<file path="config.mk">
export PLATFORM = sky130hd
export DESIGN_NAME = lifnes_fire
export DESIGN_NICKNAME = d
export VERILOG_FILES = /design/src/rtl/lifnes_pkg.sv /design/src/rtl/lifnes_fire.sv
export SDC_FILE = /design/constraint.sdc
export NUM_CORES = 1
export LEC_CHECK = 0
export ABC_AREA = 1
export BUFFER_PORTS_ARGS = -buffer_cell sky130_fd_sc_hd__buf_4
export CORE_AREA = 2 2 219 221
export CTS_CLUSTER_SIZE = 28
export DETAILED_ROUTE_END_ITERATION = 10
export DIE_AREA = 0 0 221 223
export PLACE_DENSITY = 0.35
export SETUP_SLACK_MARGIN = 0.4
export SLEW_MARGIN = 10
export SYNTH_ARGS = -nofsm -noshare
export SYNTH_HDL_FRONTEND = slang
export SYNTH_SLANG_ARGS = --single-unit
</file>
<file path="constraint.sdc">
create_clock -name clk -period 7.6 [get_ports clk]
set_input_delay 0.38 -clock clk [delete_from_list [all_inputs] [get_ports clk]]
set_output_delay 0.38 -clock clk [all_outputs]
set_load 0.005 [all_outputs]
</file>
<file path="src/rtl/lifnes_pkg.sv">
// Shared types, constants and register codes of the LIF neuron update pipeline.
package lifnes_pkg;

	localparam int unsigned REFRACTORY_STEPS = 20;
	localparam int unsigned INDEX_BITS       = 20;

	localparam int unsigned DATA_W     = 32;
	localparam int unsigned IDX_W      = 20;
	localparam int unsigned REFR_W     = 16;
	localparam int unsigned CFG_IDX_W  = 8;
	localparam int unsigned FRAC_BITS  = 16;

	localparam logic [IDX_W-1:0]  INDEX_MASK  = IDX_W'((64'd1 << INDEX_BITS) - 64'd1);
	localparam logic [REFR_W-1:0] REFR_RELOAD = REFR_W'(REFRACTORY_STEPS);

	// configuration register indexes
	localparam logic [CFG_IDX_W-1:0] REG_BIAS_GAIN        = CFG_IDX_W'(0);
	localparam logic [CFG_IDX_W-1:0] REG_VOLTAGE_DECAY    = CFG_IDX_W'(1);
	localparam logic [CFG_IDX_W-1:0] REG_EX_CURRENT_GAIN  = CFG_IDX_W'(2);
	localparam logic [CFG_IDX_W-1:0] REG_IN_CURRENT_GAIN  = CFG_IDX_W'(3);
	localparam logic [CFG_IDX_W-1:0] REG_EX_CURRENT_DECAY = CFG_IDX_W'(4);
	localparam logic [CFG_IDX_W-1:0] REG_IN_CURRENT_DECAY = CFG_IDX_W'(5);
	localparam logic [CFG_IDX_W-1:0] REG_THRESHOLD        = CFG_IDX_W'(6);
	localparam logic [CFG_IDX_W-1:0] REG_RESET_VOLTAGE    = CFG_IDX_W'(7);

	// register reset values
	localparam logic [DATA_W-1:0] RST_BIAS_GAIN        = 32'd0;
	localparam logic [DATA_W-1:0] RST_VOLTAGE_DECAY    = 32'd65536;
	localparam logic [DATA_W-1:0] RST_EX_CURRENT_GAIN  = 32'd0;
	localparam logic [DATA_W-1:0] RST_IN_CURRENT_GAIN  = 32'd0;
	localparam logic [DATA_W-1:0] RST_EX_CURRENT_DECAY = 32'd65536;
	localparam logic [DATA_W-1:0] RST_IN_CURRENT_DECAY = 32'd65536;
	localparam logic [DATA_W-1:0] RST_THRESHOLD        = 32'd983040;
	localparam logic [DATA_W-1:0] RST_RESET_VOLTAGE    = 32'd0;

	typedef struct packed {
		logic        [IDX_W-1:0]  neuron_index;
		logic signed [DATA_W-1:0] ex_spike_weight;
		logic signed [DATA_W-1:0] in_spike_weight;
		logic signed [DATA_W-1:0] bias_current;
		logic signed [DATA_W-1:0] ex_current;
		logic signed [DATA_W-1:0] in_current;
		logic        [REFR_W-1:0] refractory_left;
		logic signed [DATA_W-1:0] membrane_voltage;
		logic                     last_item;
	} in_item_t;

	typedef struct packed {
		logic        [IDX_W-1:0]  neuron_index_out;
		logic signed [DATA_W-1:0] ex_current_next;
		logic signed [DATA_W-1:0] in_current_next;
		logic        [REFR_W-1:0] refractory_next;
		logic signed [DATA_W-1:0] voltage_next;
		logic                     spiked;
		logic                     last_out;
	} out_item_t;

	typedef struct packed {
		logic signed [DATA_W-1:0] bias_gain;
		logic signed [DATA_W-1:0] voltage_decay;
		logic signed [DATA_W-1:0] ex_current_gain;
		logic signed [DATA_W-1:0] in_current_gain;
		logic signed [DATA_W-1:0] ex_current_decay;
		logic signed [DATA_W-1:0] in_current_decay;
		logic signed [DATA_W-1:0] threshold;
		logic signed [DATA_W-1:0] reset_voltage;
	} cfg_t;

	// fields common to the stage 1, 2 and 3 payloads
	typedef struct packed {
		logic        [IDX_W-1:0]  idx;
		logic signed [DATA_W-1:0] v;
		logic                     refr;
		logic        [REFR_W-1:0] refr_dec;
		logic                     last;
	} side_t;

	typedef struct packed {
		logic signed [DATA_W-1:0] prod_v;
		logic signed [DATA_W-1:0] prod_ex_v;
		logic signed [DATA_W-1:0] prod_in_v;
		logic signed [DATA_W-1:0] prod_bias;
		logic signed [DATA_W-1:0] prod_ex_c;
		logic signed [DATA_W-1:0] prod_in_c;
		logic signed [DATA_W-1:0] wex;
		logic signed [DATA_W-1:0] win;
		side_t                    side;
	} s1_t;

	typedef struct packed {
		logic signed [DATA_W-1:0] part_a;
		logic signed [DATA_W-1:0] part_b;
		logic signed [DATA_W-1:0] iex_next;
		logic signed [DATA_W-1:0] iin_next;
		side_t                    side;
	} s2_t;

	typedef struct packed {
		logic signed [DATA_W-1:0] nv;
		logic signed [DATA_W-1:0] iex_next;
		logic signed [DATA_W-1:0] iin_next;
		side_t                    side;
	} s3_t;

	// Q16.16 product: floor shift by the fraction bits, keep 32 bits
	function automatic logic signed [DATA_W-1:0] qmul(
		input logic signed [DATA_W-1:0] a,
		input logic signed [DATA_W-1:0] b
	);
		logic signed [2*DATA_W-1:0] p;
		p = a * b;
		return p[FRAC_BITS +: DATA_W];
	endfunction

endpackage

</file>
<file path="src/rtl/lifnes_fire.sv">
// Stage 4: threshold test, spike reset, refractory count and output register.
module lifnes_fire (
	input  logic                  clk,
	input  logic                  arst_n,
	input  lifnes_pkg::cfg_t      regs,
	input  logic                  valid_s3,
	input  lifnes_pkg::s3_t       data_s3,
	output logic                  ready_s3,
	output logic                  valid_s4,
	output lifnes_pkg::out_item_t data_s4,
	input  logic                  ready_dn
);

	logic fire;

	assign ready_s3 = !valid_s4 || ready_dn;
	assign fire     = !data_s3.side.refr && (data_s3.nv >= regs.threshold);

	always_ff @(posedge clk or negedge arst_n) begin
		if (!arst_n) begin
			valid_s4 <= 1'b0;
		end else if (ready_s3) begin
			valid_s4 <= valid_s3;
		end
	end

	always_ff @(posedge clk) begin
		if (valid_s3 && ready_s3) begin
			data_s4.neuron_index_out <= data_s3.side.idx;
			data_s4.ex_current_next  <= data_s3.iex_next;
			data_s4.in_current_next  <= data_s3.iin_next;
			data_s4.spiked           <= fire;
			data_s4.last_out         <= data_s3.side.last;
			if (data_s3.side.refr) begin
				data_s4.voltage_next    <= data_s3.side.v;
				data_s4.refractory_next <= data_s3.side.refr_dec;
			end else if (fire) begin
				data_s4.voltage_next    <= regs.reset_voltage;
				data_s4.refractory_next <= lifnes_pkg::REFR_RELOAD;
			end else begin
				data_s4.voltage_next    <= data_s3.nv;
				data_s4.refractory_next <= '0;
			end
		end
	end

endmodule
</file>
==> impl_results.md <==
* Slew HR at 0.317
* Hold path depth at 1
* Final core utilization at 0.216
* Worst Tran Pin Value at slightly above 1000 ps
* Vias/cell at around 3.3
* Sequential cell area at 4050 um2
* Total negative slack at 0 ps
* Largest net degree at the start of global routing at 54
* Routability cong. at just over 0.7
* Register area share after synthesis at 0.663
* Syn nets at 996
* Clk buf depth at 2
* Startpoint of the worst hold path: data_s3[51]
* Dpl hpwl at just under 20000 um
* Router iterations before antenna repair at 4
* Final setup viols at 0
* R2r setup slk at slightly above 5000 ps
* Pwr Total at between 2 and 2.5 mW
* CP Launch Point: data_s3[145]
* Hold Path End: data_s4[115]$_DFFE_PP_
* Tcrit/Tclk final at 0.442
* Synthesis-stage register bit count at between 100 and 150
* CTS H-tree depth at 4
* Die ar. at a little under 50000 um2
* Clk slew on worst S/H paths at 60 ps
* Arrival @ worst endpoint at ~3600 ps
* Drt first-iter violations at approximately 180
* Later-pin clock latency in the skew report at ~450 ps
* Avg Cell Area, Syn at 11.3 um2
* Period minus WS final at roughly 3400 ps
* CP Max Fanout at 33
* Placement Cell Area at 9600 um2
* Die X-Extent at roughly 220 um
* Type of the worst setup path: in2reg
* Number of buffers added on ports at between 300 and 400
* Clk_skew at 13.6 ps
* Starting density of the core at 0.129
* CP required at between 7000 and 8000 ps
* Detailed Route WL at 25100 um
* Reg-to-Reg End: data_s4[49]$_SDFFCE_PN0P_
* Mapped cell area at 6100 um2
* VDD IR-drop max at 0.000134 V
* Max Cap Viol at 0
* Synthesis-to-layout area growth at 66.7%
* Post-CTS Setup Bufs at 0
* Sink Count at 135
* Peak Freq at around 0.30 GHz
* Routed Antenna Nets at 0
* Most common cell after layout, fill and taps aside: buf_4
* Worst r2r path cells at 3
* Die H at ~220 um
* Diode count at 0
* Cells after Synth at between 500 and 600
* Number of global-route vias before repair at 5363
* Final Max Tran Viols at 0
* Reg2reg start: valid_s4$_DFFE_PN0N_
* Netlist cell types at 23
* Site Rows at 80
* Status: finished clean
* Commonest non-fill, non-tap cells in the layout: buf_4 (373), nand2_1 (136), edfxtp_1 (134)
* Worst Hold Class: in2reg
* Ys Warns at 0
* Wire per inst at around 16 um
* Post-route DRC at 0
* Hold Fails Final Rpt at 0
* Core box area at 47100 um2
* Global-route usage over all layers at 0.102
* Finished Cell Area at 10200 um2
* DR vias at roughly 5200
* RSZ-0062 raised after global routing: false
* I/O pin count at around 560
* Startpoint types: input pin
* # fillers at 5189
* Crit. End Element: register
* CTS root buf: clkbuf_16
* Multi-input logic area at about 1600 um2
* Num CTS Buffers at 17
* First-pass GRT wire length at 36000 um
* Share of cells above drive strength 1 at 0.468
* Cts repair resizes at 0
* Initial antenna violation count at 1
* Total power per unit cell area at about 200 nW/um2
* Final net count at 1372
* Global route overflow at 0
* CTS tree: done
* Leakage at 4.77 nW
## cell type report
| type | count | share of cell area |
|---|---|---|
| Clock buffer | 19 | 0.0426 |
| Clock inverter | 12 | 0.0127 |
| Inverter | 97 | 0.0358 |
| Multi-Input combinational cell | 289 | 0.159 |
| Sequential cell | 135 | 0.398 |
| Tap cell | 615 | 0.0756 |
| Timing Repair Buffer | 374 | 0.276 |
## worst max-delay path by stage
stage	end	slack, ps	cells after the start
after global routing	data_s4[6]$_DFFE_PP_	3870	15
after detailed placement	data_s4[7]$_DFFE_PP_	3550	15
after CTS	data_s4[7]$_DFFE_PP_	4040	15
after global placement	data_s4[6]$_DFFE_PP_	3540	15
final	data_s4[7]$_DFFE_PP_	4240	15
after floorplan	data_s4[0]$_DFFE_PP_	2820	2
## report_power, final
| part | internal (mW) | switching, mW | total, mW |
|---|---|---|---|
| logic | 0.172 | 0.165 | 0.337 |
| registers | 0.878 | 0.0122 | 0.890 |
| clock network | 0.480 | 0.340 | 0.820 |
## layer usage
layer	vias to the layer above	track usage	share of wire
li1	2549	-	-
met1	2402	0.121	0.42
met2	195	0.172	0.50
met3	16	0.0329	0.061
met4	0	0.0344	0.014
met5	-	0	0
## cells by family (layout without fill, tap and decap cells)
logic type               Yosys count  in the layout  share of synthesized area
flip-flops                       135            135                      0.663
AO/OA/AOI/OAI                     27             27                     0.0234
buffers and inverters            114            502                     0.0734
AND/OR/NAND/NOR                  230            230                      0.174
adder cells (fa/ha/maj)           32             32                     0.0656
## cell usage after synthesis
library cell	n	area [um2]
o21ai_0	2	10.0
dfrtp_1	1	25.0
nand2_2	2	12.5
nand2_1	136	510
nand3_4	1	17.5
nand3_2	1	10.0
buf_4	2	15.0
buf_6	1	11.3
edfxtp_1	134	4020
buf_2	4	20.0
o21a_1	2	15.0
nand3_1	27	135
nand4_1	27	169
nor2_1	9	33.8
ha_1	32	400
nor3b_2	1	12.5
or2_2	25	156
a21oi_1	22	110
a21o_1	1	7.51
inv_1	97	364
buf_1	3	11.3
nor2_2	1	6.26
clkbuf_1	7	26.3
## critical path, stage by stage
cell and delay, ps:
buf_4 130, ha_1 310, nand2_1 60, nor2_1 320, nand2_1 140, inv_1 70, nand2_1 50, nand2_1 90
nand2_1 90, nand3_2 590, nand3_4 620, nand2_1 210, nand3_1 210, nand2_1 210, inv_1 50
## metrics by stage
stage / setup slack [ps] / cells / hold WS (ps)
2_1_floorplan: 2820 / 538 / 84.4
3_3_place_gp: 3540 / 1509 / 156
3_5_place_dp: 3550 / 1509 / 156
4_1_cts: 4040 / 1541 / 68.1
5_1_grt: 3870 / 1541 / 76.4
6_report: 4240 / 1541 / 112
## repair_timing
| action | in CTS | in global routing |
|---|---|---|
| hold buffers | 1 | 0 |
| endpoints found under the setup margin | 0 | 0 |
| hold endpoints to repair | 1 | 0 |
## sequential cells by signal (all words and copies together), names as in the netlist
signal,flops
valid_s4,1
data_s4,134
No activity file was read; power rests on OpenSTA's default activity.
