### src/rtl/lifnes_pkg.sv
// Shared types, constants and register codes of the LIF neuron update pipeline.
package lifnes_pkg;

	localparam int unsigned REFRACTORY_STEPS = 20;
	localparam int unsigned INDEX_BITS       = 20;

	localparam int unsigned DATA_W     = 32;
	localparam int unsigned IDX_W      = 20;
	localparam int unsigned REFR_W     = 16;
	localparam int unsigned CFG_IDX_W  = 8;
	localparam int unsigned FRAC_BITS  = 16;

	localparam logic [IDX_W-1:0]  INDEX_MASK  = IDX_W'((64'd1 << INDEX_BITS) - 64'd1);
	localparam logic [REFR_W-1:0] REFR_RELOAD = REFR_W'(REFRACTORY_STEPS);

	// configuration register indexes
	localparam logic [CFG_IDX_W-1:0] REG_BIAS_GAIN        = CFG_IDX_W'(0);
	localparam logic [CFG_IDX_W-1:0] REG_VOLTAGE_DECAY    = CFG_IDX_W'(1);
	localparam logic [CFG_IDX_W-1:0] REG_EX_CURRENT_GAIN  = CFG_IDX_W'(2);
	localparam logic [CFG_IDX_W-1:0] REG_IN_CURRENT_GAIN  = CFG_IDX_W'(3);
	localparam logic [CFG_IDX_W-1:0] REG_EX_CURRENT_DECAY = CFG_IDX_W'(4);
	localparam logic [CFG_IDX_W-1:0] REG_IN_CURRENT_DECAY = CFG_IDX_W'(5);
	localparam logic [CFG_IDX_W-1:0] REG_THRESHOLD        = CFG_IDX_W'(6);
	localparam logic [CFG_IDX_W-1:0] REG_RESET_VOLTAGE    = CFG_IDX_W'(7);

	// register reset values
	localparam logic [DATA_W-1:0] RST_BIAS_GAIN        = 32'd0;
	localparam logic [DATA_W-1:0] RST_VOLTAGE_DECAY    = 32'd65536;
	localparam logic [DATA_W-1:0] RST_EX_CURRENT_GAIN  = 32'd0;
	localparam logic [DATA_W-1:0] RST_IN_CURRENT_GAIN  = 32'd0;
	localparam logic [DATA_W-1:0] RST_EX_CURRENT_DECAY = 32'd65536;
	localparam logic [DATA_W-1:0] RST_IN_CURRENT_DECAY = 32'd65536;
	localparam logic [DATA_W-1:0] RST_THRESHOLD        = 32'd983040;
	localparam logic [DATA_W-1:0] RST_RESET_VOLTAGE    = 32'd0;

	typedef struct packed {
		logic        [IDX_W-1:0]  neuron_index;
		logic signed [DATA_W-1:0] ex_spike_weight;
		logic signed [DATA_W-1:0] in_spike_weight;
		logic signed [DATA_W-1:0] bias_current;
		logic signed [DATA_W-1:0] ex_current;
		logic signed [DATA_W-1:0] in_current;
		logic        [REFR_W-1:0] refractory_left;
		logic signed [DATA_W-1:0] membrane_voltage;
		logic                     last_item;
	} in_item_t;

	typedef struct packed {
		logic        [IDX_W-1:0]  neuron_index_out;
		logic signed [DATA_W-1:0] ex_current_next;
		logic signed [DATA_W-1:0] in_current_next;
		logic        [REFR_W-1:0] refractory_next;
		logic signed [DATA_W-1:0] voltage_next;
		logic                     spiked;
		logic                     last_out;
	} out_item_t;

	typedef struct packed {
		logic signed [DATA_W-1:0] bias_gain;
		logic signed [DATA_W-1:0] voltage_decay;
		logic signed [DATA_W-1:0] ex_current_gain;
		logic signed [DATA_W-1:0] in_current_gain;
		logic signed [DATA_W-1:0] ex_current_decay;
		logic signed [DATA_W-1:0] in_current_decay;
		logic signed [DATA_W-1:0] threshold;
		logic signed [DATA_W-1:0] reset_voltage;
	} cfg_t;

	// fields common to the stage 1, 2 and 3 payloads
	typedef struct packed {
		logic        [IDX_W-1:0]  idx;
		logic signed [DATA_W-1:0] v;
		logic                     refr;
		logic        [REFR_W-1:0] refr_dec;
		logic                     last;
	} side_t;

	typedef struct packed {
		logic signed [DATA_W-1:0] prod_v;
		logic signed [DATA_W-1:0] prod_ex_v;
		logic signed [DATA_W-1:0] prod_in_v;
		logic signed [DATA_W-1:0] prod_bias;
		logic signed [DATA_W-1:0] prod_ex_c;
		logic signed [DATA_W-1:0] prod_in_c;
		logic signed [DATA_W-1:0] wex;
		logic signed [DATA_W-1:0] win;
		side_t                    side;
	} s1_t;

	typedef struct packed {
		logic signed [DATA_W-1:0] part_a;
		logic signed [DATA_W-1:0] part_b;
		logic signed [DATA_W-1:0] iex_next;
		logic signed [DATA_W-1:0] iin_next;
		side_t                    side;
	} s2_t;

	typedef struct packed {
		logic signed [DATA_W-1:0] nv;
		logic signed [DATA_W-1:0] iex_next;
		logic signed [DATA_W-1:0] iin_next;
		side_t                    side;
	} s3_t;

	// Q16.16 product: floor shift by the fraction bits, keep 32 bits
	function automatic logic signed [DATA_W-1:0] qmul(
		input logic signed [DATA_W-1:0] a,
		input logic signed [DATA_W-1:0] b
	);
		logic signed [2*DATA_W-1:0] p;
		p = a * b;
		return p[FRAC_BITS +: DATA_W];
	endfunction

endpackage

### src/rtl/lifnes_sum.sv
// Stages 2 and 3: current updates and the wrapping four-term voltage sum.
module lifnes_sum (
	input  logic            clk,
	input  logic            arst_n,
	input  logic            valid_s1,
	input  lifnes_pkg::s1_t data_s1,
	output logic            ready_s1,
	output logic            valid_s3,
	output lifnes_pkg::s3_t data_s3,
	input  logic            ready_dn
);

	logic            valid_s2;
	lifnes_pkg::s2_t data_s2;
	logic            ready_s2;

	assign ready_s2 = !valid_s3 || ready_dn;
	assign ready_s1 = !valid_s2 || ready_s2;

	always_ff @(posedge clk or negedge arst_n) begin
		if (!arst_n) begin
			valid_s2 <= 1'b0;
			valid_s3 <= 1'b0;
		end else begin
			if (ready_s1) begin
				valid_s2 <= valid_s1;
			end
			if (ready_s2) begin
				valid_s3 <= valid_s2;
			end
		end
	end

	// stage 2: two partial voltage sums, both currents finished
	always_ff @(posedge clk) begin
		if (valid_s1 && ready_s1) begin
			data_s2.part_a   <= data_s1.prod_v + data_s1.prod_ex_v;
			data_s2.part_b   <= data_s1.prod_in_v + data_s1.prod_bias;
			data_s2.iex_next <= data_s1.prod_ex_c + data_s1.wex;
			data_s2.iin_next <= data_s1.prod_in_c + data_s1.win;
			data_s2.side     <= data_s1.side;
		end
	end

	// stage 3: close the voltage sum
	always_ff @(posedge clk) begin
		if (valid_s2 && ready_s2) begin
			data_s3.nv       <= data_s2.part_a + data_s2.part_b;
			data_s3.iex_next <= data_s2.iex_next;
			data_s3.iin_next <= data_s2.iin_next;
			data_s3.side     <= data_s2.side;
		end
	end

endmodule

### config.mk
export PLATFORM = sky130hd
export DESIGN_NAME = lifnes_sum
export DESIGN_NICKNAME = d
export VERILOG_FILES = /design/src/rtl/lifnes_pkg.sv /design/src/rtl/lifnes_sum.sv
export SDC_FILE = /design/constraint.sdc
export NUM_CORES = 1
export LEC_CHECK = 0
export ABC_CLOCK_PERIOD_IN_PS = 7000
export BUFFER_PORTS_ARGS = -buffer_cell sky130_fd_sc_hd__clkbuf_2
export CAP_MARGIN = 25
export CORE_MARGIN = 5
export CORE_UTILIZATION = 40
export CTS_CLUSTER_DIAMETER = 40
export DETAILED_ROUTE_END_ITERATION = 6
export PLACE_DENSITY = 0.68
export SLEW_MARGIN = 20
export SYNTH_ARGS = -nofsm -noshare
export SYNTH_HDL_FRONTEND = slang
export SYNTH_SLANG_ARGS = --single-unit
export TNS_END_PERCENT = 1
### constraint.sdc
create_clock -name clk -period 7 [get_ports clk]
set_clock_uncertainty 0.1 [all_clocks]
set_input_delay 0.35 -clock clk [delete_from_list [all_inputs] [get_ports clk]]
set_output_delay 0.35 -clock clk [all_outputs]
set_load 0.01 [all_outputs]
==> metrics <==
Synth top cells by count=364 x edfxtp_1, 155 x ha_1, 147 x a21oi_1, 85 x xnor2_1, 84 x nand2_1; worst-case reg-to-reg path depth=11; RSZ-0062 raised after global routing=false; top cell type's share of synthesized area=58.2%; clock buffer depth=3; PwrDens=283 mW/mm²; crit-path cells=dlygate4sd3_1, clkbuf_2, ha_1, fa_1, a211oi_1, o21bai_1, o2111ai_1, a31oi_1, o41ai_2, o21bai_1, a21o_1, a21o_1, xor2_1; critical path fanouts, max=3; Routed Antenna Nets=0; area leader, netlist=edfxtp_1; Critical Path Start=data_s1[134]; number of global-route vias before repair=14600; post_cts resized=0; Internal=5.04 mW; Worst R2R Start=data_s2[134]; Port Buf Inserts=497; Worst Hold Class=input port to flip-flop; initial cell density of the core=40.4%; Crit. End Element=flip-flop; EDFF count, synth=364; Setup-failing EPs final=0; CTS sink count=366; Logic pwr share=20.2%; Post-synth ARST share=0.546%; CP Launch Type=input port; tightest hold margin=0.0442 ns; drt drc=0; Slew headroom=31.3%; WL final=50900 µm; Net Sw Power=1.97 mW; Slew @ Worst Pin=1.03 ns; count leader, synth=edfxtp_1; crit path DAT=3.69 ns; CP max stage delay=0.53 ns; Worst EP required=7.21 ns; fmax=288 MHz; post-synthesis cell type count=68; Core ar.=0.0465 mm²; R2R setup slack=3.64 ns; initial drt markers=794; Hold Vio Cnt, Final=0; # Max-Cap Violations=0; first-pass GRT wire length=76800 µm; H-tree Lvls=2; layout cells sized above 1=28.8%; Avg Inst Size Synth=12.9 µm²; min Tclk post-route=3.48 ns; hold_sp=data_s1[167]; worst setup path class=input port to flip-flop; largest net degree at the start of global routing=77; die height=227 µm; # IOs=498; Core Util, Final=53.3%; TritonCTS clock tree=yes; CTS Root Cell=clkbuf_16; Die ar.=0.0514 mm²; CTS Buf Count=57; Final Max Tran Viols=0; Placer Congestion=0.890; main flop type after synthesis=edfxtp_1; Max VDD drop=0.243 mV; TritonRoute pass-1 iters=6; Clk pwr share=39.2%; slowest stage cell on the critical path=dlygate4sd3_1; GRT Util Overall=18.8%; Synth area leaders=edfxtp_1 58%, ha_1 10%, xnor2_1 4.0%; Leak=10.6 nW; Post-DP HPWL=38900 µm; switching share of power=28.1%; Reg-to-Reg End=data_s3[162]; setup tns final=0 ns; #FFs+latches synth=366; status=completed; Synthesized Nets=1946; Post-Syn Area=0.0188 mm²; Mapped Cells=1456; via count=14400; Congestion Overflow GR=0; sequential power share=40.6%; DIE WIDTH=227 µm; synth-to-layout area growth=31.9%; post-synthesis sequential area ratio=58.5%; initial antenna violation count=2; Worst-path clk slew=0.06 ns; Ys Warns=0; wire length per cell=18.6 µm; Vias per Instance=5.24; Cell Rows=79; final cycle utilization of the critical path=49.7%; Final nets=2577; Clock Latency Late Sink=0.59 ns; Worst Setup EP=data_s2[98]
[layer usage]
| metal | vias to the layer above | GRT usage [%] | share of wire (%) |
|---|---|---|---|
| li1 | 6910 | - | - |
| met1 | 6829 | 22.1 | 39 |
| met2 | 532 | 33.9 | 51 |
| met3 | 95 | 4.39 | 7.2 |
| met4 | 0 | 6.15 | 2.9 |
| met5 | - | 0 | 0 |
[state kept, by name, summed over array words and instances, names as in the netlist]
name	count
data_s2	198
data_s3	166
valid_s2	1
valid_s3	1
[critical path, delay by kind of cell]
family	cells	cell delay, ns
adder cells (fa/ha/maj)	2	0.69
XOR/XNOR	1	0.13
buffers and inverters	2	0.64
AO/OA/AOI/OAI	8	1.88
[power groups by stage]
stage | Sequential (mW) | Clock [mW] | Combinational [mW]
2_1_floorplan | 2.95 | 0 | 0.837
3_3_place_gp | 2.88 | 0 | 1.35
3_5_place_dp | 2.88 | 0 | 1.37
4_1_cts | 2.84 | 2.81 | 1.42
5_1_grt | 2.86 | 2.91 | 1.56
6_report | 2.84 | 2.74 | 1.42
[through the flow]
step | total power [mW] | cells | area [µm²] | setup slack, ns
floorplan | 3.79 | 1456 | 18800 | 1.16
global placement | 4.22 | 2550 | 22000 | 3.52
detailed placement | 4.25 | 2550 | 22000 | 3.51
global route | 7.33 | 2741 | 24800 | 3.33
CTS | 7.07 | 2739 | 24700 | 3.58
finish | 7.00 | 2741 | 24800 | 3.52
[cell usage in the layout (no fill, tap or decap), types with 6 or more instances in the layout]
cell type / instances
a41oi_1: 6
a21boi_0: 6
nand4_1: 13
nor2_1: 64
edfxtp_1: 364
o2111ai_1: 7
inv_8: 6
xor2_1: 53
xnor2_1: 85
a31oi_1: 12
a21o_1: 71
ha_1: 155
clkbuf_1: 6
clkbuf_2: 497
dlygate4sd3_1: 85
clkbuf_16: 58
and2_1: 14
o31ai_1: 8
a21oi_1: 147
inv_1: 35
o21bai_1: 22
o211ai_1: 7
nor3_1: 21
and3_1: 24
o21ai_0: 58
nand2b_1: 17
nor2b_1: 15
a211oi_1: 11
o21a_1: 15
inv_6: 12
nand2_1: 84
nand3_1: 40
[how the worst min path moves through the flow]
stage	to	slack, ns	cells past startpoint
floorplan	valid_s2	-0.05	0
global placement	valid_s3	0.04	1
detailed placement	valid_s3	0.04	1
CTS	data_s2[103]	0.002	2
global route	data_s2[103]	0.02	2
finish	data_s2[103]	0.04	2
[final cells by class]
cell class	instances	area, µm²
diodes	2	5.00
clock inverters	40	423
multi-input cells	1041	7610
well taps	607	759
flip-flops and latches	366	11000
clock buffers	64	1470
inverters	35	131
repair buffers	586	3370
fillers	3789	21700
[logic make-up after synthesis]
logic type               Yosys count  synth area share [%]
AO/OA/AOI/OAI                    421                  14.7
flip-flops                       366                  58.5
multiplexers                       3                 0.160
XOR/XNOR                         138                  6.44
AND/OR/NAND/NOR                  319                  8.37
buffers and inverters             49                 0.987
adder cells (fa/ha/maj)          160                  10.9
[what timing repair did]
item,CTS,global route
hold buffers,85,0
endpoints found under the setup margin,0,0
hold endpoints to repair,79,0
buffers inserted,0,0
No activity file was read; power rests on OpenSTA's default activity.
