## src/rtl/lifnes_pkg.sv

```systemverilog
// Shared types, constants and register codes of the LIF neuron update pipeline.
package lifnes_pkg;

	localparam int unsigned REFRACTORY_STEPS = 20;
	localparam int unsigned INDEX_BITS       = 20;

	localparam int unsigned DATA_W     = 32;
	localparam int unsigned IDX_W      = 20;
	localparam int unsigned REFR_W     = 16;
	localparam int unsigned CFG_IDX_W  = 8;
	localparam int unsigned FRAC_BITS  = 16;

	localparam logic [IDX_W-1:0]  INDEX_MASK  = IDX_W'((64'd1 << INDEX_BITS) - 64'd1);
	localparam logic [REFR_W-1:0] REFR_RELOAD = REFR_W'(REFRACTORY_STEPS);

	// configuration register indexes
	localparam logic [CFG_IDX_W-1:0] REG_BIAS_GAIN        = CFG_IDX_W'(0);
	localparam logic [CFG_IDX_W-1:0] REG_VOLTAGE_DECAY    = CFG_IDX_W'(1);
	localparam logic [CFG_IDX_W-1:0] REG_EX_CURRENT_GAIN  = CFG_IDX_W'(2);
	localparam logic [CFG_IDX_W-1:0] REG_IN_CURRENT_GAIN  = CFG_IDX_W'(3);
	localparam logic [CFG_IDX_W-1:0] REG_EX_CURRENT_DECAY = CFG_IDX_W'(4);
	localparam logic [CFG_IDX_W-1:0] REG_IN_CURRENT_DECAY = CFG_IDX_W'(5);
	localparam logic [CFG_IDX_W-1:0] REG_THRESHOLD        = CFG_IDX_W'(6);
	localparam logic [CFG_IDX_W-1:0] REG_RESET_VOLTAGE    = CFG_IDX_W'(7);

	// register reset values
	localparam logic [DATA_W-1:0] RST_BIAS_GAIN        = 32'd0;
	localparam logic [DATA_W-1:0] RST_VOLTAGE_DECAY    = 32'd65536;
	localparam logic [DATA_W-1:0] RST_EX_CURRENT_GAIN  = 32'd0;
	localparam logic [DATA_W-1:0] RST_IN_CURRENT_GAIN  = 32'd0;
	localparam logic [DATA_W-1:0] RST_EX_CURRENT_DECAY = 32'd65536;
	localparam logic [DATA_W-1:0] RST_IN_CURRENT_DECAY = 32'd65536;
	localparam logic [DATA_W-1:0] RST_THRESHOLD        = 32'd983040;
	localparam logic [DATA_W-1:0] RST_RESET_VOLTAGE    = 32'd0;

	typedef struct packed {
		logic        [IDX_W-1:0]  neuron_index;
		logic signed [DATA_W-1:0] ex_spike_weight;
		logic signed [DATA_W-1:0] in_spike_weight;
		logic signed [DATA_W-1:0] bias_current;
		logic signed [DATA_W-1:0] ex_current;
		logic signed [DATA_W-1:0] in_current;
		logic        [REFR_W-1:0] refractory_left;
		logic signed [DATA_W-1:0] membrane_voltage;
		logic                     last_item;
	} in_item_t;

	typedef struct packed {
		logic        [IDX_W-1:0]  neuron_index_out;
		logic signed [DATA_W-1:0] ex_current_next;
		logic signed [DATA_W-1:0] in_current_next;
		logic        [REFR_W-1:0] refractory_next;
		logic signed [DATA_W-1:0] voltage_next;
		logic                     spiked;
		logic                     last_out;
	} out_item_t;

	typedef struct packed {
		logic signed [DATA_W-1:0] bias_gain;
		logic signed [DATA_W-1:0] voltage_decay;
		logic signed [DATA_W-1:0] ex_current_gain;
		logic signed [DATA_W-1:0] in_current_gain;
		logic signed [DATA_W-1:0] ex_current_decay;
		logic signed [DATA_W-1:0] in_current_decay;
		logic signed [DATA_W-1:0] threshold;
		logic signed [DATA_W-1:0] reset_voltage;
	} cfg_t;

	// fields common to the stage 1, 2 and 3 payloads
	typedef struct packed {
		logic        [IDX_W-1:0]  idx;
		logic signed [DATA_W-1:0] v;
		logic                     refr;
		logic        [REFR_W-1:0] refr_dec;
		logic                     last;
	} side_t;

	typedef struct packed {
		logic signed [DATA_W-1:0] prod_v;
		logic signed [DATA_W-1:0] prod_ex_v;
		logic signed [DATA_W-1:0] prod_in_v;
		logic signed [DATA_W-1:0] prod_bias;
		logic signed [DATA_W-1:0] prod_ex_c;
		logic signed [DATA_W-1:0] prod_in_c;
		logic signed [DATA_W-1:0] wex;
		logic signed [DATA_W-1:0] win;
		side_t                    side;
	} s1_t;

	typedef struct packed {
		logic signed [DATA_W-1:0] part_a;
		logic signed [DATA_W-1:0] part_b;
		logic signed [DATA_W-1:0] iex_next;
		logic signed [DATA_W-1:0] iin_next;
		side_t                    side;
	} s2_t;

	typedef struct packed {
		logic signed [DATA_W-1:0] nv;
		logic signed [DATA_W-1:0] iex_next;
		logic signed [DATA_W-1:0] iin_next;
		side_t                    side;
	} s3_t;

	// Q16.16 product: floor shift by the fraction bits, keep 32 bits
	function automatic logic signed [DATA_W-1:0] qmul(
		input logic signed [DATA_W-1:0] a,
		input logic signed [DATA_W-1:0] b
	);
		logic signed [2*DATA_W-1:0] p;
		p = a * b;
		return p[FRAC_BITS +: DATA_W];
	endfunction

endpackage

```

## src/rtl/lifnes_cfg.sv

```systemverilog
// Configuration register bank of the neuron update pipeline.
module lifnes_cfg (
	input  logic                             clk,
	input  logic                             arst_n,
	input  logic                             wr_en,
	input  logic [lifnes_pkg::CFG_IDX_W-1:0] wr_index,
	input  logic [lifnes_pkg::DATA_W-1:0]    wr_data,
	output lifnes_pkg::cfg_t                 regs
);

	lifnes_pkg::cfg_t regs_q;

	always_ff @(posedge clk or negedge arst_n) begin
		if (!arst_n) begin
			regs_q.bias_gain        <= lifnes_pkg::RST_BIAS_GAIN;
			regs_q.voltage_decay    <= lifnes_pkg::RST_VOLTAGE_DECAY;
			regs_q.ex_current_gain  <= lifnes_pkg::RST_EX_CURRENT_GAIN;
			regs_q.in_current_gain  <= lifnes_pkg::RST_IN_CURRENT_GAIN;
			regs_q.ex_current_decay <= lifnes_pkg::RST_EX_CURRENT_DECAY;
			regs_q.in_current_decay <= lifnes_pkg::RST_IN_CURRENT_DECAY;
			regs_q.threshold        <= lifnes_pkg::RST_THRESHOLD;
			regs_q.reset_voltage    <= lifnes_pkg::RST_RESET_VOLTAGE;
		end else if (wr_en) begin
			case (wr_index)
				lifnes_pkg::REG_BIAS_GAIN:        regs_q.bias_gain        <= wr_data;
				lifnes_pkg::REG_VOLTAGE_DECAY:    regs_q.voltage_decay    <= wr_data;
				lifnes_pkg::REG_EX_CURRENT_GAIN:  regs_q.ex_current_gain  <= wr_data;
				lifnes_pkg::REG_IN_CURRENT_GAIN:  regs_q.in_current_gain  <= wr_data;
				lifnes_pkg::REG_EX_CURRENT_DECAY: regs_q.ex_current_decay <= wr_data;
				lifnes_pkg::REG_IN_CURRENT_DECAY: regs_q.in_current_decay <= wr_data;
				lifnes_pkg::REG_THRESHOLD:        regs_q.threshold        <= wr_data;
				lifnes_pkg::REG_RESET_VOLTAGE:    regs_q.reset_voltage    <= wr_data;
				default: begin
					// unmapped index: drop the write
				end
			endcase
		end
	end

	assign regs = regs_q;

endmodule

```

## config.mk

```make
export PLATFORM = sky130hd
export DESIGN_NAME = lifnes_cfg
export DESIGN_NICKNAME = d
export VERILOG_FILES = /design/src/rtl/lifnes_pkg.sv /design/src/rtl/lifnes_cfg.sv
export SDC_FILE = /design/constraint.sdc
export NUM_CORES = 1
export LEC_CHECK = 0
export BUFFER_PORTS_ARGS = -buffer_cell sky130_fd_sc_hd__clkbuf_2
export CORE_MARGIN = 10
export CORE_UTILIZATION = 45
export DETAILED_ROUTE_END_ITERATION = 10
export HOLD_SLACK_MARGIN = 0.15
export PLACE_DENSITY_LB_ADDON = 0.15
export RECOVER_POWER = 50
export SYNTH_ARGS = -nofsm -noshare
export SYNTH_HDL_FRONTEND = slang
export SYNTH_SLANG_ARGS = --single-unit
```

## constraint.sdc

```tcl
create_clock -name clk -period 0.8 [get_ports clk]
set_input_delay 0.08 -clock clk [delete_from_list [all_inputs] [get_ports clk]]
set_output_delay 0.08 -clock clk [all_outputs]
set_load 0.01 [all_outputs]
```

==> results of run 1 <==
-- cell usage in the layout (no fill, tap or decap), drive strengths merged --
cell type      n
mux2         256
diode          1
and2           1
clkinv         5
nand4          4
clkbuf       223
dfstp          7
bufinv         3
nor2b          3
clkinvlp       1
buf          264
dlygate4sd3   33
nor4           1
nor3b          1
inv            1
nor2           1
nand3          4
dfrtp        249
-- report_power, final --
part | internal [mW] | switching (mW)
Clock | 7.64 | 5.02
Combinational | 1.77 | 1.48
Sequential | 13.6 | 0.399
-- final cells by class --
| cell class | count | area share (%) |
|---|---|---|
| Sequential cell | 256 | 42.4 |
| Timing Repair Buffer | 481 | 29.2 |
| Multi-Input combinational cell | 271 | 20.1 |
| Clock buffer | 39 | 5.09 |
| Tap cell | 275 | 2.27 |
| Clock inverter | 10 | 0.868 |
| Antenna cell | 1 | 0.0165 |
-- cells by family (layout without fill, tap and decap cells) --
logic type / count (synthesis) / count (layout)
mux: 256 / 256
buf+inv: 24 / 530
flops: 256 / 256
simple gates: 15 / 15
other cells: 0 / 1
-- Yosys cell counts, drive strengths merged --
| master | count |
|---|---|
| nor2b | 3 |
| mux2 | 256 |
| nor3b | 1 |
| dfstp | 7 |
| buf | 24 |
| nor4 | 1 |
| nor2 | 1 |
| and2 | 1 |
| nand4 | 4 |
| dfrtp | 249 |
| nand3 | 4 |
-- path summary, 6_finish.rpt --
check                       startpoint        end  slack (ns)
max                          regs[208]  regs[208]       -0.45
min                             arst_n  regs[105]        0.09
max reg2reg                   regs[66]   regs[66]       -0.24
min reg2reg                   regs[14]   regs[14]        0.50
max in group asynchronous       arst_n  regs[112]        0.06
min in group clk           wr_index[2]  regs[179]        0.23
-- metal layers --
layer	routed length, um	vias up	global-route usage, %
met2	16100	233	36.1
met4	719	2	6.16
li1	-	2961	-
met1	12900	3549	27.0
met3	2460	49	6.51
met5	9	-	0
-- metrics by stage --
step | setup WS, ns | utilization, %
2_1_floorplan | -0.581 | -
3_3_place_gp | -0.648 | 56.3
3_5_place_dp | -0.736 | 56.3
4_1_cts | -0.490 | 66.8
5_1_grt | -0.480 | 72.0
6_report | -0.451 | 72.0
-- timing repair --
action                     CTS  global route
setup endpoints to repair  498           512
gates cloned                15             3
hold endpoints to repair   512            12
gates resized for setup     57           313
pin swaps                    1             2
setup buffers               43            37
==> flow_summary.toml, run 1 <==
[outcome]
status = "finished with violations"
violations = "setup timing"

[critical_path]
worstPathRequired_ns = 0.72
worstSetupStartpointType = "register"
end_kind = "output port"
worst-path-stages = 1
crit_fanout = 2
rr_worst_depth = 3
cp_slowest_cell = "dfstp_2"
crit_family = "flip-flops"
worst-path-buf-inv = 1
cp.arrival_ns = 1.17
worstSetupPathType = "reg2out"
slowest_delay_ns = 0.55
path_cells = "buf_8"

[final_layout]
multi_input_area_um2 = 3050
nFillCells = 1384
final_layout_size_suffix_gt1_share_pct = 71.7
final_cell_count_no_fill = 1333
fin_area_um2 = 15100
syn2layout_area_growth_pct = 57.8
largest_reg_flops = 256
nNetsFinal = 1080
regArea_um2 = 6410

[synth]
yosys_register_bits = 256
synth_cell_types = 12
synth_top_family_by_area = "multiplexers"
synth.top_cell.area_share_pct = 64.9
synth_area_leader_cell = "dfrtp_1"
synth_compound_area_share_pct = 0
muxShareOfSynthArea_pct = 30.0
syn-num-nets = 594
syn_avg_cell_area_um2 = 17.4
ys_warn_count = 0
synth_area_um2 = 9600
synthAdderAreaFrac_pct = 0
synth-xor-area-share_pct = 0
synth_cells = 551
synthTopCellsByArea = "dfrtp_1, mux2_2, dfstp_2"
synth-seq-area-share_pct = 66.9
synth-simple-area-share_pct = 1.07

[clock_tree]
clock-sinks = 256
cts.clk_slew.worst_paths_ns = 0.06
cts_tree = "yes"
cts_max_level = 1
cts_root_buffer = "clkbuf_16"
ctsHoldBuffers = 33
clkLatencyLatePin_ns = 0.52
cts_buffer_depth = 3
numCtsBuffers = 27

[timing]
fmaxAchievable_mhz = 799
fin_crit_ns = 1.25
drv_slew = 0
layout_setup_ws_ns = -0.451
rsz0062_at_grt = "true"
worstMarginPinSlew_ns = 0.492
fin_worst_skew_ns = 0
fin_crit_sh_pct = 156
hold_viol_final = 0
slew_headroom_pct = 67.2
setup_tns_ns = -151.02
setup_viol = 512
holdWs_ns = 0.0855

[global_route]
antenna_found_initial = 2
overflow = 0
grtUsageTotal_pct = 21.8
grt_pass1_vias = 7301
grt_pass1_wl_mm = 46.8
grt_max_degree = 50

[power]
ir_drop_mv = 1.76
power_leakage_nw = 8.27
p_per_area_nw_per_um2 = 1970
total_power_mw = 29.9

[routing]
wirelength_mm = 32.3
vias_per_cell = 5.10
antenna_violating_nets_post_route = 0
vias = 6794
firstDrtPassIters = 4
drcViolationCount = 0
wl_per_cell_um = 24.2
drt-initial-drc-count = 303

[placement]
gp_congestion = 0.798
post-dp-hpwl_mm = 20.1
dpl-instance-area_um2 = 11800
dp_cells = 1157
port_buffers = 298

[floorplan]
die_w_um = 166
initial_core_util_pct = 45.6
die_h_um = 166
rows = 53
core_um2 = 21000
die-area_um2 = 27600
io_pins = 299

[hold_path]
min_path_type = "in2async"

[flow_run]
max-cap-violations = 0
Note: power is estimated with default switching activity, not from simulation.
==> inputs of run 2 (changes only) <==
--- a/config.mk
+++ b/config.mk
@@ -7,11 +7,12 @@
 export LEC_CHECK = 0
 export BUFFER_PORTS_ARGS = -buffer_cell sky130_fd_sc_hd__clkbuf_2
 export CORE_MARGIN = 10
-export CORE_UTILIZATION = 45
+export CORE_UTILIZATION = 46
 export DETAILED_ROUTE_END_ITERATION = 10
 export HOLD_SLACK_MARGIN = 0.15
 export PLACE_DENSITY_LB_ADDON = 0.15
 export RECOVER_POWER = 50
+export SKIP_LAST_GASP = 1
 export SYNTH_ARGS = -nofsm -noshare
 export SYNTH_HDL_FRONTEND = slang
 export SYNTH_SLANG_ARGS = --single-unit
==> flow_summary.toml, run 2 (synthesis gave the netlist of run 1 again) <==
[global_route]
grt_max_degree = 41
grt_pass1_wl_mm = 47.1
grtUsageTotal_pct = 23.0
grt_pass1_vias = 7436
overflow = 0
antenna_found_initial = 0

[critical_path]
worst-path-buf-inv = 1
worstSetupPathType = "reg2out"
cp_slowest_cell = "dfstp_2"
worstPathRequired_ns = 0.72
slowest_delay_ns = 0.55
worstSetupStartpointType = "register"
r2r_setup_slack_ns = -0.28
crit_fanout = 2
r2r_start = "regs[64]"
cp.arrival_ns = 1.18
crit_family = "flip-flops"
path_cells = "buf_6"
rr_worst_depth = 3
worst-path-stages = 1
end_kind = "output port"
critPathLaunch = "regs[112]"
r2r-end = "regs[64]"

[power]
swShare_pct = 23.1
ir_drop_mv = 1.46
p_per_area_nw_per_um2 = 1940
p_int_mw = 22.6
power_frac_seq_pct = 47.6
power_frac_clock_pct = 41.3
power_leakage_nw = 8.28
comb_power_share_pct = 11.0
total_power_mw = 29.4
p_sw_mw = 6.78

[outcome]
status = "finished with violations"
violations = "setup timing"

[final_layout]
syn2layout_area_growth_pct = 57.6
final_layout_size_suffix_gt1_share_pct = 71.8
largest_reg_flops = 256
final_cell_mix = "dfrtp_1, mux2_2, clkbuf_2"
nNetsFinal = 1079
final_common_cell = "dfrtp_1"
num_antenna_cells = 0

[floorplan]
die_w_um = 164
io_pins = 299
rows = 52
die-area_um2 = 27000
die_h_um = 164
core_um2 = 20400
initial_core_util_pct = 47.1

[timing]
drv_slew = 0
fmaxAchievable_mhz = 795
rsz0062_at_grt = "true"
slew_headroom_pct = 66.2
fin_crit_ns = 1.26
fin_crit_sh_pct = 157
setup_viol = 512
hold_viol_final = 0
layout_setup_ws_ns = -0.458
worstMarginPinSlew_ns = 0.507
fin_worst_skew_ns = 0

[routing]
met2WireLength_mm = 17.1
drt-initial-drc-count = 256
antenna_violating_nets_post_route = 0
drcViolationCount = 0
vias_per_cell = 5.12
firstDrtPassIters = 4
wirelength_mm = 33.4
wl_per_cell_um = 25.2
met3_length_mm = 2.68
vias = 6786
highest_layer = "met4"
m1WireLength_mm = 13.0

[clock_tree]
ctsHoldBuffers = 33
cts.clk_slew.worst_paths_ns = 0.06
cts_root_buffer = "clkbuf_16"
cts_max_level = 1
numCtsBuffers = 27
clkLatencyLatePin_ns = 0.52
clock-sinks = 256
cts_buffer_depth = 3
cts_tree = "yes"

[placement]
port_buffers = 298
gp_congestion = 0.816
place_ws_ns = -0.700
post-dp-hpwl_mm = 19.4

[flow_run]
max-cap-violations = 0

[hold_path]
min_path_type = "in2async"
run 2: cell count changes in the layout (fill, tap and decap cells not counted), moves of 2 or more:
cell	delta
clkbuf_4	+4
bufinv_16	-2
mux2_4	+5
clkbuf_2	+5
buf_4	-8
mux2_2	-5
buf_16	+4
buf_8	-3
clkbuf_8	+2
run 2: metal layers:
metal | vias to the layer above | global-route usage, %
met5 | - | 0
met1 | 3557 | 28.6
met3 | 38 | 6.30
met4 | 0 | 4.91
li1 | 2942 | -
met2 | 249 | 39.3
run 2: what timing repair did:
action / 4_1_cts / 5_1_grt
cloned: 21 / 3
resized for setup: 59 / 290
endpoints found under the hold margin: 512 / 16
pin swaps: 2 / 2
setup buffers: 55 / 28
endpoints found under the setup margin: 512 / 512
run 2: layout make-up:
cell class,instances,area (um2)
Clock buffer,41,808
Clock inverter,7,60.1
Fill cell,1302,5240
Multi-Input combinational cell,271,3080
Sequential cell,256,6410
Tap cell,270,338
Timing Repair Buffer,480,4430
run 2: per-stage QoR:
step / TNS, ns / area (um2) / utilization [%] / std cells / hold slack (ns)
floorplan: -134.00 / 9600 / - / 551 / -0.216
global placement: -159.05 / 11800 / 57.9 / 1147 / -0.0456
detailed placement: -169.23 / 11800 / 57.9 / 1147 / -0.0425
CTS: -151.03 / 14200 / 69.8 / 1303 / 0.0129
global route: -176.73 / 15100 / 74.3 / 1325 / 0.129
finish: -155.87 / 15100 / 74.3 / 1325 / 0.104
run 2: worst max-delay path by stage:
stage	endpoint	slack, ns
floorplan	regs[10]	-0.58
global placement	regs[28]	-0.67
detailed placement	regs[89]	-0.70
CTS	regs[51]	-0.49
global route	regs[51]	-0.49
finish	regs[112]	-0.46
run 2: power by group through the flow:
stage / clock network, mW / logic (mW) / registers [mW]
floorplan: 0 / 0.575 / 14.4
global placement: 0 / 2.42 / 14.1
detailed placement: 0 / 2.48 / 14.1
CTS: 12.3 / 2.83 / 13.9
global route: 12.9 / 3.47 / 14.0
finish: 12.1 / 3.24 / 14.0
==> inputs of run 3 (changes only) <==
--- a/config.mk
+++ b/config.mk
@@ -12,6 +12,7 @@
 export HOLD_SLACK_MARGIN = 0.15
 export PLACE_DENSITY_LB_ADDON = 0.15
 export RECOVER_POWER = 50
+export SKIP_CTS_REPAIR_TIMING = 1
 export SKIP_LAST_GASP = 1
 export SYNTH_ARGS = -nofsm -noshare
 export SYNTH_HDL_FRONTEND = slang
==> flow_summary.toml, run 3 (synthesis gave the netlist of run 1 again) <==
[clock_tree]
clkLatencyLatePin_ns = 0.52
cts_root_buffer = "clkbuf_16"
cts_buffer_depth = 3
cts_max_level = 1
clock-sinks = 256
cts_tree = "yes"
numCtsBuffers = 27
cts.clk_slew.worst_paths_ns = 0.06

[global_route]
grt_pass1_wl_mm = 40.9
grtUsageTotal_pct = 19.3
grt_max_degree = 41
grt_pass1_vias = 6814
antenna_found_initial = 0
overflow = 0

[placement]
gp_congestion = 0.816
place_ws_ns = -0.700
dp_cells = 1147
post-dp-hpwl_mm = 19.4
port_buffers = 298

[final_layout]
final_cell_mix = "mux2_2, dfrtp_1, clkbuf_2"
num_antenna_cells = 0
nNetsFinal = 1034
final_layout_size_suffix_gt1_share_pct = 70.5
nFillCells = 1361
final_cell_count_no_fill = 1280
final_common_cell = "mux2_2"
regArea_um2 = 6410
multi_input_area_um2 = 3030
syn2layout_area_growth_pct = 51.1
largest_reg_flops = 256

[critical_path]
cp_slowest_cell = "dfstp_2"
cp.arrival_ns = 1.18
worstSetupPathType = "reg2out"
worst-path-buf-inv = 1
end_kind = "output port"
crit_fanout = 2
slowest_delay_ns = 0.55
path_cells = "buf_6"
rr_worst_depth = 2
r2r_setup_slack_ns = -0.13
worstPathRequired_ns = 0.72
r2r-end = "regs[2]"
worstSetupStartpointType = "register"
r2r_start = "regs[2]"
crit_family = "flip-flops"

[floorplan]
die-area_um2 = 27000
die_w_um = 164
rows = 52
core_um2 = 20400
initial_core_util_pct = 47.1
die_h_um = 164
io_pins = 299

[timing]
fin_crit_ns = 1.26
layout_setup_ws_ns = -0.455
fmaxAchievable_mhz = 797
fin_crit_sh_pct = 157
hold_viol_final = 0
slew_headroom_pct = 66.4
setup_viol = 512
drv_slew = 0
rsz0062_at_grt = "true"
holdWs_ns = 0.103
worstMarginPinSlew_ns = 0.504
fin_worst_skew_ns = 0
setup_tns_ns = -120.43

[routing]
antenna_violating_nets_post_route = 0
drcViolationCount = 0
vias_per_cell = 5.13
drt-initial-drc-count = 268
vias = 6572
wl_per_cell_um = 25.0
firstDrtPassIters = 4
wirelength_mm = 32.0

[power]
p_int_mw = 22.5
p_per_area_nw_per_um2 = 2010
power_frac_clock_pct = 41.6
swShare_pct = 23.1
p_sw_mw = 6.75
power_frac_seq_pct = 47.9
power_leakage_nw = 7.91
ir_drop_mv = 1.50
comb_power_share_pct = 10.6

[outcome]
status = "finished with violations"
violations = "setup timing"

[flow_run]
max-cap-violations = 0

[hold_path]
min_path_type = "in2async"
==> run 3: changes by cell type in the layout (fill, tap and decap cells not counted), moves of 3 or more <==
cell	delta
buf_4	-27
buf_12	-7
buf_16	-14
clkbuf_2	-4
buf_8	-3
mux2_2	+10
mux2_4	-10
clkbuf_16	+8
==> run 3: layout make-up <==
type / instances / share of cell area (%)
Timing Repair Buffer: 435 / 26.5
Sequential cell: 256 / 44.2
Multi-Input combinational cell: 271 / 20.9
Clock inverter: 7 / 0.414
Clock buffer: 41 / 5.57
Tap cell: 270 / 2.33
==> run 3: layer usage <==
metal | vias up | wire length, um | GRT usage (%)
met5 | - | 0 | 0
met4 | 0 | 602 | 5.23
li1 | 2859 | - | -
met3 | 37 | 2430 | 6.85
met1 | 3457 | 12600 | 23.5
met2 | 219 | 16400 | 32.2
==> run 3: stage by stage <==
step	util, %	cell area [um2]	power [mW]
2_1_floorplan	-	9600	15.0
3_5_place_dp	57.9	11800	16.6
5_1_grt	71.2	14500	30.2
4_1_cts	62.2	12700	28.7
3_3_place_gp	57.9	11800	16.5
6_report	71.2	14500	29.2
==> run 3: how the worst max path moves through the flow <==
stage          endpoint  cells after the start         from
6_report       regs[51]                      1     regs[51]
5_1_grt        regs[51]                      1     regs[51]
4_1_cts        regs[51]                      1     regs[51]
3_5_place_dp   regs[89]                      6  wr_index[4]
3_3_place_gp   regs[28]                      6  wr_index[5]
2_1_floorplan  regs[10]                      4  wr_index[5]
==> run 3: power groups by stage <==
stage / logic [mW] / clock network [mW] / registers, mW
global route: 3.31 / 12.9 / 14.0
global placement: 2.42 / 0 / 14.1
finish: 3.09 / 12.1 / 14.0
detailed placement: 2.48 / 0 / 14.1
CTS: 2.49 / 12.3 / 13.9
floorplan: 0.575 / 0 / 14.4
